**src/rtl/core/ocge_pkg.sv**
```systemverilog
// Package for the octant cell glyph encoder.
// Holds widths, the cell record passed from front to back, and the glyph table.
// No dependencies.
package ocge_pkg;

    localparam int LUMA_BITS     = 16;
    localparam int COLOR_W       = 8;
    localparam int SUM_W         = 11;
    localparam int CNT_W         = 4;
    localparam int GLYPH_W       = 17;
    localparam int CELL_SAMPLES  = 8;
    localparam int S_TDATA_W     = ((3 * COLOR_W + LUMA_BITS + 7) / 8) * 8;
    localparam int M_TDATA_W     = ((GLYPH_W + 6 * COLOR_W + 7) / 8) * 8;
    localparam int PADDR_W       = 3;
    localparam int PDATA_W       = 32;
    localparam int SPECIAL_COUNT = 26;

    localparam logic [0:0] REG_LUMA_THRESHOLD = 1'b0;
    localparam logic [LUMA_BITS-1:0] THRESH_RESET = LUMA_BITS'(32768);
    localparam logic [GLYPH_W-1:0] OCTANT_BASE = 17'h1CD00;

    localparam logic [7:0] SPECIAL_MASK [SPECIAL_COUNT] = '{
        8'd0, 8'd1, 8'd2, 8'd3, 8'd5, 8'd10, 8'd15, 8'd20, 8'd40, 8'd63, 8'd64,
        8'd80, 8'd85, 8'd90, 8'd95, 8'd128, 8'd160, 8'd165, 8'd170, 8'd175,
        8'd192, 8'd240, 8'd245, 8'd250, 8'd252, 8'd255
    };

    localparam logic [GLYPH_W-1:0] SPECIAL_CODE [SPECIAL_COUNT] = '{
        17'h00020, 17'h1CEA8, 17'h1CEAB, 17'h1FB82, 17'h02598, 17'h0259D,
        17'h02580, 17'h1FBE6, 17'h1FBE7, 17'h1FB85, 17'h1CEA3, 17'h02596,
        17'h0258C, 17'h0259E, 17'h0259B, 17'h1CEA0, 17'h02597, 17'h0259A,
        17'h02590, 17'h0259C, 17'h02582, 17'h02584, 17'h02599, 17'h0259F,
        17'h02586, 17'h02588
    };

    typedef struct packed {
        logic [7:0]                mask;
        logic [2:0][SUM_W-1:0]     fg_sum;
        logic [2:0][SUM_W-1:0]     bg_sum;
    } t_cell;

    function automatic logic [GLYPH_W-1:0] glyph_for(input logic [7:0] mask);
        logic [4:0]         below;
        logic [GLYPH_W-1:0] code;
        logic               special;
        below   = '0;
        code    = '0;
        special = 1'b0;
        for (int i = 0; i < SPECIAL_COUNT; i++) begin
            if (SPECIAL_MASK[i] == mask) begin
                special = 1'b1;
                code    = SPECIAL_CODE[i];
            end
            if (SPECIAL_MASK[i] < mask) begin
                below = below + 5'd1;
            end
        end
        if (!special) begin
            code = OCTANT_BASE + GLYPH_W'(mask) - GLYPH_W'(below);
        end
        return code;
    endfunction

endpackage

```
**src/rtl/core/ocge_front.sv**
```systemverilog
// Front end of the octant cell glyph encoder: thresholds samples and accumulates a cell.
// Pushes one finished cell record per eight samples. Depends on ocge_pkg.
module ocge_front
    import ocge_pkg::*;
(
    input  logic                 i_clk,
    input  logic                 i_rst_n,
    input  logic [LUMA_BITS-1:0] i_thresh,
    input  logic                 i_accept,
    input  logic [COLOR_W-1:0]   i_red,
    input  logic [COLOR_W-1:0]   i_green,
    input  logic [COLOR_W-1:0]   i_blue,
    input  logic [LUMA_BITS-1:0] i_luma,
    output logic                 o_push,
    output t_cell                o_cell
);

    logic [2:0]            r_pos;
    logic [7:0]            r_mask;
    logic [2:0][SUM_W-1:0] r_fg_sum;
    logic [2:0][SUM_W-1:0] r_bg_sum;
    logic [7:0]            n_mask;
    logic [2:0][SUM_W-1:0] n_fg_sum;
    logic [2:0][SUM_W-1:0] n_bg_sum;
    logic [2:0][COLOR_W-1:0] w_color;
    logic                  w_hit;
    logic                  w_last;

    assign w_color = {i_blue, i_green, i_red};
    assign w_hit   = (i_luma >= i_thresh);
    assign w_last  = (r_pos == 3'(CELL_SAMPLES - 1));

    always_comb begin
        n_mask   = r_mask;
        n_fg_sum = r_fg_sum;
        n_bg_sum = r_bg_sum;
        if (w_hit) begin
            n_mask[r_pos] = 1'b1;
        end
        for (int c = 0; c < 3; c++) begin
            if (w_hit) begin
                n_fg_sum[c] = r_fg_sum[c] + SUM_W'(w_color[c]);
            end else begin
                n_bg_sum[c] = r_bg_sum[c] + SUM_W'(w_color[c]);
            end
        end
    end

    assign o_push        = i_accept && w_last;
    assign o_cell.mask   = n_mask;
    assign o_cell.fg_sum = n_fg_sum;
    assign o_cell.bg_sum = n_bg_sum;

    always_ff @(posedge i_clk) begin
        if (!i_rst_n) begin
            r_pos    <= '0;
            r_mask   <= '0;
            r_fg_sum <= '0;
            r_bg_sum <= '0;
        end else if (i_accept) begin
            if (w_last) begin
                r_pos    <= '0;
                r_mask   <= '0;
                r_fg_sum <= '0;
                r_bg_sum <= '0;
            end else begin
                r_pos    <= r_pos + 3'd1;
                r_mask   <= n_mask;
                r_fg_sum <= n_fg_sum;
                r_bg_sum <= n_bg_sum;
            end
        end
    end

endmodule

```
**src/rtl/core/ocge_queue.sv**
```systemverilog
// Two-entry queue of cell records between the front and back ends.
// Depends on ocge_pkg.
module ocge_queue
    import ocge_pkg::*;
(
    input  logic  i_clk,
    input  logic  i_rst_n,
    input  logic  i_push,
    input  t_cell i_cell,
    input  logic  i_pop,
    output t_cell o_cell,
    output logic  o_empty,
    output logic  o_full
);

    t_cell      r_mem [2];
    logic       r_wptr;
    logic       r_rptr;
    logic [1:0] r_count;

    assign o_empty = (r_count == 2'd0);
    assign o_full  = (r_count == 2'd2);
    assign o_cell  = r_mem[r_rptr];

    always_ff @(posedge i_clk) begin
        if (i_push) begin
            r_mem[r_wptr] <= i_cell;
        end
    end

    always_ff @(posedge i_clk) begin
        if (!i_rst_n) begin
            r_wptr  <= 1'b0;
            r_rptr  <= 1'b0;
            r_count <= 2'd0;
        end else begin
            if (i_push) begin
                r_wptr <= ~r_wptr;
            end
            if (i_pop) begin
                r_rptr <= ~r_rptr;
            end
            case ({i_push, i_pop})
                2'b10:   r_count <= r_count + 2'd1;
                2'b01:   r_count <= r_count - 2'd1;
                default: r_count <= r_count;
            endcase
        end
    end

endmodule

```
**src/rtl/core/ocge_back.sv**
```systemverilog
// Back end of the octant cell glyph encoder: glyph lookup and six mean dividers.
// Divides two quotient bits per cycle and holds the result in an output register.
// Depends on ocge_pkg.
module ocge_back
    import ocge_pkg::*;
(
    input  logic                   i_clk,
    input  logic                   i_rst_n,
    input  t_cell                  i_cell,
    input  logic                   i_empty,
    output logic                   o_pop,
    output logic                   o_valid,
    input  logic                   i_ready,
    output logic [GLYPH_W-1:0]     o_glyph,
    output logic [5:0][COLOR_W-1:0] o_mean
);

    typedef enum logic [1:0] {
        ST_IDLE,
        ST_DIV,
        ST_DONE
    } t_state_e;

    t_state_e                r_state;
    logic [1:0]              r_step;
    logic [GLYPH_W-1:0]      r_glyph;
    logic [5:0][SUM_W-1:0]   r_rem;
    logic [5:0][COLOR_W-1:0] r_quo;
    logic [SUM_W-1:0]        r_dv_fg;
    logic [SUM_W-1:0]        r_dv_bg;
    logic                    r_fg_empty;
    logic                    r_bg_empty;
    logic                    r_out_valid;
    logic [GLYPH_W-1:0]      r_out_glyph;
    logic [5:0][COLOR_W-1:0] r_out_mean;
    logic [5:0][SUM_W-1:0]   n_rem;
    logic [5:0][COLOR_W-1:0] n_quo;
    logic [CNT_W-1:0]        w_nfg;
    logic [CNT_W-1:0]        w_nbg;
    logic                    w_load_out;

    always_comb begin
        w_nfg = '0;
        for (int b = 0; b < 8; b++) begin
            w_nfg = w_nfg + CNT_W'(i_cell.mask[b]);
        end
        w_nbg = CNT_W'(CELL_SAMPLES) - w_nfg;
    end

    always_comb begin
        logic [SUM_W-1:0] dv;
        logic [SUM_W-1:0] rem;
        logic             b1;
        logic             b0;
        for (int l = 0; l < 6; l++) begin
            dv  = (l < 3) ? r_dv_fg : r_dv_bg;
            rem = r_rem[l];
            b1  = (rem >= dv);
            if (b1) begin
                rem = rem - dv;
            end
            b0 = (rem >= (dv >> 1));
            if (b0) begin
                rem = rem - (dv >> 1);
            end
            n_rem[l] = rem;
            n_quo[l] = {r_quo[l][COLOR_W-3:0], b1, b0};
        end
    end

    assign o_pop      = (r_state == ST_IDLE) && !i_empty;
    assign w_load_out = (r_state == ST_DONE) && (!r_out_valid || i_ready);
    assign o_valid    = r_out_valid;
    assign o_glyph    = r_out_glyph;
    assign o_mean     = r_out_mean;

    always_ff @(posedge i_clk) begin
        if (!i_rst_n) begin
            r_state     <= ST_IDLE;
            r_step      <= '0;
            r_out_valid <= 1'b0;
        end else begin
            if (w_load_out) begin
                r_out_valid <= 1'b1;
            end else if (i_ready) begin
                r_out_valid <= 1'b0;
            end
            unique case (r_state)
                ST_IDLE: begin
                    if (!i_empty) begin
                        r_state <= ST_DIV;
                        r_step  <= '0;
                    end
                end
                ST_DIV: begin
                    r_step <= r_step + 2'd1;
                    if (r_step == 2'd3) begin
                        r_state <= ST_DONE;
                    end
                end
                ST_DONE: begin
                    if (w_load_out) begin
                        r_state <= ST_IDLE;
                    end
                end
                default: r_state <= ST_IDLE;
            endcase
        end
        if (o_pop) begin
            r_glyph    <= glyph_for(i_cell.mask);
            r_rem      <= {i_cell.bg_sum, i_cell.fg_sum};
            r_quo      <= '0;
            r_dv_fg    <= SUM_W'(w_nfg) << (COLOR_W - 1);
            r_dv_bg    <= SUM_W'(w_nbg) << (COLOR_W - 1);
            r_fg_empty <= (w_nfg == '0);
            r_bg_empty <= (w_nbg == '0);
        end else if (r_state == ST_DIV) begin
            r_rem   <= n_rem;
            r_quo   <= n_quo;
            r_dv_fg <= r_dv_fg >> 2;
            r_dv_bg <= r_dv_bg >> 2;
        end
        if (w_load_out) begin
            r_out_glyph <= r_glyph;
            for (int l = 0; l < 6; l++) begin
                if ((l < 3) ? r_fg_empty : r_bg_empty) begin
                    r_out_mean[l] <= '0;
                end else begin
                    r_out_mean[l] <= r_quo[l];
                end
            end
        end
    end

endmodule

```
**src/rtl/core/octant_cell_glyph_encoder.sv**
```systemverilog
// Top level of the octant cell glyph encoder: APB threshold register, front end,
// cell queue and back end. Depends on ocge_pkg, ocge_front, ocge_queue, ocge_back.
//
// The block takes one sub-sample per cycle when not held off, eight per 2x4
// character cell in row-major order, and gives one result per cell carrying
// the octant glyph codepoint and the mean foreground and background colours.
// The back end handles each cell in a load step, a divider that retires two
// quotient bits per cycle in all six color lanes, and a step into the output
// register, so with the two-entry cell queue the input is never held off
// while results are taken; the input waits only when the queue is full
// because results are not being taken. The luminance threshold is at byte
// address 0 and resets to 32768.
module octant_cell_glyph_encoder
    import ocge_pkg::*;
(
    input  logic                 i_clk,
    input  logic                 i_rst_n,
    input  logic                 psel,
    input  logic                 penable,
    input  logic                 pwrite,
    input  logic [PADDR_W-1:0]   paddr,
    input  logic [PDATA_W-1:0]   pwdata,
    output logic [PDATA_W-1:0]   prdata,
    output logic                 pready,
    input  logic                 i_s_axis_tvalid,
    output logic                 o_s_axis_tready,
    // Fields from bit 0 up: red, green, blue, luma.
    input  logic [S_TDATA_W-1:0] i_s_axis_tdata,
    output logic                 o_m_axis_tvalid,
    input  logic                 i_m_axis_tready,
    // Fields from bit 0 up: glyph, fg_red, fg_green, fg_blue, bg_red, bg_green,
    // bg_blue, zero padding.
    output logic [M_TDATA_W-1:0] o_m_axis_tdata
);

    logic [LUMA_BITS-1:0]    r_thresh;
    logic                    w_cfg_wr;
    logic                    w_accept;
    logic                    w_push;
    logic                    w_pop;
    logic                    w_empty;
    logic                    w_full;
    t_cell                   w_push_cell;
    t_cell                   w_pop_cell;
    logic [GLYPH_W-1:0]      w_glyph;
    logic [5:0][COLOR_W-1:0] w_mean;

    assign pready   = 1'b1;
    assign w_cfg_wr = psel && penable && pwrite && pready;
    assign prdata   = (paddr[2] == REG_LUMA_THRESHOLD) ? PDATA_W'(r_thresh) : '0;

    always_ff @(posedge i_clk) begin
        if (!i_rst_n) begin
            r_thresh <= THRESH_RESET;
        end else if (w_cfg_wr && (paddr[2] == REG_LUMA_THRESHOLD)) begin
            r_thresh <= pwdata[LUMA_BITS-1:0];
        end
    end

    assign o_s_axis_tready = !w_full;
    assign w_accept        = i_s_axis_tvalid && o_s_axis_tready;

    ocge_front u_front (
        .i_clk    (i_clk),
        .i_rst_n  (i_rst_n),
        .i_thresh (r_thresh),
        .i_accept (w_accept),
        .i_red    (i_s_axis_tdata[COLOR_W-1:0]),
        .i_green  (i_s_axis_tdata[2*COLOR_W-1:COLOR_W]),
        .i_blue   (i_s_axis_tdata[3*COLOR_W-1:2*COLOR_W]),
        .i_luma   (i_s_axis_tdata[3*COLOR_W +: LUMA_BITS]),
        .o_push   (w_push),
        .o_cell   (w_push_cell)
    );

    ocge_queue u_queue (
        .i_clk   (i_clk),
        .i_rst_n (i_rst_n),
        .i_push  (w_push),
        .i_cell  (w_push_cell),
        .i_pop   (w_pop),
        .o_cell  (w_pop_cell),
        .o_empty (w_empty),
        .o_full  (w_full)
    );

    ocge_back u_back (
        .i_clk   (i_clk),
        .i_rst_n (i_rst_n),
        .i_cell  (w_pop_cell),
        .i_empty (w_empty),
        .o_pop   (w_pop),
        .o_valid (o_m_axis_tvalid),
        .i_ready (i_m_axis_tready),
        .o_glyph (w_glyph),
        .o_mean  (w_mean)
    );

    assign o_m_axis_tdata = {(M_TDATA_W - GLYPH_W - 6 * COLOR_W)'(0), w_mean, w_glyph};

endmodule

```
**config.mk**
```make
export PLATFORM = sky130hd
export DESIGN_NAME = octant_cell_glyph_encoder
export DESIGN_NICKNAME = d
export VERILOG_FILES = /design/src/rtl/core/ocge_pkg.sv /design/src/rtl/core/ocge_front.sv /design/src/rtl/core/ocge_queue.sv /design/src/rtl/core/ocge_back.sv /design/src/rtl/core/octant_cell_glyph_encoder.sv
export SDC_FILE = /design/constraint.sdc
export NUM_CORES = 1
export LEC_CHECK = 0
export ABC_AREA = 1
export BUFFER_PORTS_ARGS = -buffer_cell sky130_fd_sc_hd__buf_2
export CAP_MARGIN = 5
export CORE_MARGIN = 2
export CORE_UTILIZATION = 50
export CTS_BUF_LIST = sky130_fd_sc_hd__clkbuf_16
export DETAILED_ROUTE_END_ITERATION = 7
export PLACE_DENSITY = 0.72
export RECOVER_POWER = 25
export SYNTH_ARGS = -nofsm -noshare
export SYNTH_HDL_FRONTEND = slang
export SYNTH_HIERARCHICAL = 1
export SYNTH_SLANG_ARGS = --single-unit
```
**constraint.sdc**
```tcl
create_clock -name i_clk -period 14.5 [get_ports i_clk]
set_input_delay 2.9 -clock i_clk [delete_from_list [all_inputs] [get_ports i_clk]]
set_output_delay 2.9 -clock i_clk [all_outputs]
set_load 0.02 [all_outputs]
```
==> summary.md <==
| Metric | Value |
|---|---|
| Gpl congestion | `0.918` |
| Most numerous cell on the critical path | `nand2_1` |
| Area growth syn-to-layout | `10.2%` |
| Worst-Margin Slew | `4.91 ns` |
| Yosys reg bits | `465` |
| Critical-path maximum fanout | `6` |
| First-pass iteration count of the detailed router | `6` |
| Register area share after synthesis | `0.369` |
| Yosys cell types | `65` |
| Ys flop type | `edfxtp_1` |
| Clk_lat worst skew | `0.62 ns` |
| GRT overflow | `0` |
| Most frequent cells in the layout | `nand2_1 (963), inv_1 (546), nor2_1 (331)` |
| Critical Path RT | `14.90 ns` |
| Post-synth EDFFs | `300` |
| Worst EP arrival | `13.95 ns` |
| Most common cell after layout, fill and taps aside | `nand2_1` |
| Run status | `finished, violations left` |
| Final hold vios | `0` |
| CTS Hold Bufs | `0` |
| Family with the most delay on the worst path | `simple AND/OR/NAND/NOR gates` |
| Post-synth ARST share | `0` |
| Critical path launch point type | `flop` |
| Initial antenna violation count | `2` |
| DP HPWL | `56500 um` |
| Crit path to | `u_back/r_glyph[7]$_DFFE_PP_` |
| Final Critical Period | `13.54 ns` |
| CP endpoint kind | `flop` |
| Count of standard-cell rows | `94` |
| Post-synth top area cell | `edfxtp_1` |
| Buffers plus inverters on the worst setup path | `8` |
| Setup Skew | `0.0294 ns` |
| Share of the synthesized area in the top cell type | `0.270` |
| Overall routing resource usage | `0.218` |
| Final Cycle Share | `0.934` |
| # Max-Cap Violations | `5` |
| Syn. warnings | `6` |
| N_diodes | `0` |
| CTS tree | `built` |
| First-pass GRT wire length | `126000 um` |
| Top cells by area, synth | `edfxtp_1 (27%), nand2_1 (11%), dfxtp_1 (9.9%)` |
| Syn Area/Cell | `7.88 sq um` |
| Synthesized cell area | `0.0334 sq mm` |
| CP Depth | `84` |
| Full die area | `0.0688 sq mm` |
| Clock transition at path regs | `0.06 ns` |
| Clock buffer depth | `3` |
| Io pins | `189` |
| Vias in the first global route | `25500` |
| WL final | `77900 um` |
| Final ANT Viol Nets | `0` |
| Initial Utilization | `0.506` |
| Final setup TNS | `0 ns` |
| Post-Synthesis Cells | `4231` |
| Slew HR | `-2.27` |
| Die Y | `262 um` |
| DR iter-0 viols | `2210` |
| Setup CP Type | `reg2reg` |
| Nets | `4693` |
| Reg-to-reg slack, setup | `0.96 ns` |
| HP Start | `u_back/r_glyph[12]$_SDFFCE_PP0P_` |
| Num CTS Buffers | `51` |
| Final Slew Violations | `289` |
| Share of post-route cells with drive strength above 1 | `0.124` |
| Clk sinks | `465` |
| Core box area | `0.0659 sq mm` |
| Crit-path slowest cell | `dfxtp_4` |
| Hold Crit Class | `reg2reg` |
| Hold Path Stages | `0` |
| Largest net degree at the start of global routing | `88` |
| FMAX | `73.8 MHz` |
| Final setup vio count | `0` |
| Failing checks | `max-capacitance violations, max-slew violations` |
| Die width | `262 um` |
| H-Tree Depth | `2` |
| IO buf count | `146` |
| RR Endpoint | `u_back/r_glyph[7]$_DFFE_PP_` |
| Via/cell ratio | `5.29` |
| DR vias | `27800` |
| CTS root buf | `clkbuf_16` |
| Drt drc | `0` |
| R2r worst-path depth | `84` |
| Max incr delay on CP | `0.40 ns` |
| Routed WL per cell | `14.8 um` |
stage by stage:
stage	util	setup slack (ns)	instance area, sq um	hold slack, ns	cells
after floorplan	-	1.17	33400	0.400	4253
after global placement	0.526	0.400	34700	0.403	5143
after detailed placement	0.526	0.148	34700	0.406	5143
after CTS	0.554	0.110	36500	0.413	5238
after global routing	0.558	-0.0225	36800	0.426	5258
final	0.558	0.956	36800	0.418	5258
cell usage after synthesis (21+ instances only):
cell,n
buf_4,29
fa_1,23
xnor2_1,47
clkbuf_1,65
o21bai_1,22
nor3_1,40
nand4_1,45
nor2_1,338
xor2_1,93
nor2_2,21
nand3_2,33
dfxtp_1,165
and2_1,50
buf_2,26
nand2_1,964
nand2_2,58
inv_1,545
nand3_1,295
mux2_4,60
nand3b_1,32
a21oi_1,297
o21ai_0,175
o22ai_1,63
edfxtp_1,300
ha_1,236
cell families after synthesis:
kind of cell / after synthesis / synth area share
AO/OA/AOI/OAI: 648 / 0.109
buffers and inverters: 709 / 0.0874
AND/OR/NAND/NOR: 1934 / 0.264
flip-flops: 465 / 0.369
adder cells (fa/ha/maj): 259 / 0.102
other: 2 / 0.000225
multiplexers: 74 / 0.0317
XOR/XNOR: 140 / 0.0368
timing repair:
item / CTS / global route
endpoints found under the setup margin: 0 / 8
hold endpoints to repair: 0 / 0
resized for setup: 0 / 29
setup buffers: 0 / 20
layer usage:
| layer | global-route usage | part of all wire |
|---|---|---|
| met5 | 0 | 0.00023 |
| met4 | 0.0656 | 0.026 |
| met3 | 0.0287 | 0.058 |
| met2 | 0.356 | 0.44 |
| met1 | 0.303 | 0.47 |
sequential cells by signal, indices dropped and copies added, names as in the netlist, 3 cells and up, named ones only:
signal,flops
u_front/r_fg_sum,33
u_back/r_dv_fg,11
u_back/r_rem,66
u_back/n_quo,36
u_back/r_dv_bg,11
u_front/r_pos,3
u_front/r_bg_sum,33
u_back/r_glyph,14
u_back/r_quo,12
u_back/o_mean,48
u_front/r_mask,8
u_back/o_glyph,14
u_queue/r_mem,148
r_thresh,16
worst min-delay path by stage:
stage,to,slack (ns)
6_report,u_back/o_glyph[12]$_DFFE_PP_,0.42
5_1_grt,u_back/o_glyph[12]$_DFFE_PP_,0.43
4_1_cts,u_back/o_glyph[12]$_DFFE_PP_,0.41
3_5_place_dp,u_back/o_glyph[3]$_DFFE_PP_,0.41
3_3_place_gp,u_back/o_glyph[3]$_DFFE_PP_,0.40
2_1_floorplan,u_back/o_glyph[0]$_DFFE_PP_,0.40
layout make-up:
class	count	area, sq um
clock inverter	43	559
clock buffer	52	1300
fill	6059	29100
timing repair buffer	186	1020
tap	864	1080
inverter	569	2150
sequential	465	12300
multi-input combinational	3079	18300
worst register-to-register path, delay by kind of cell, from the launching register on:
family	cells	cell delay, ns
simple gates	41	5.13
fa+ha+maj	14	3.71
compound gates	14	2.12
xor+xnor	6	0.84
buf+inv	8	0.75
flops	1	0.40
mux	1	0.37
Power is left out: the tool's default activity adds up to more than one toggle a clock period on the data nets, which glitch-free logic cannot reach.
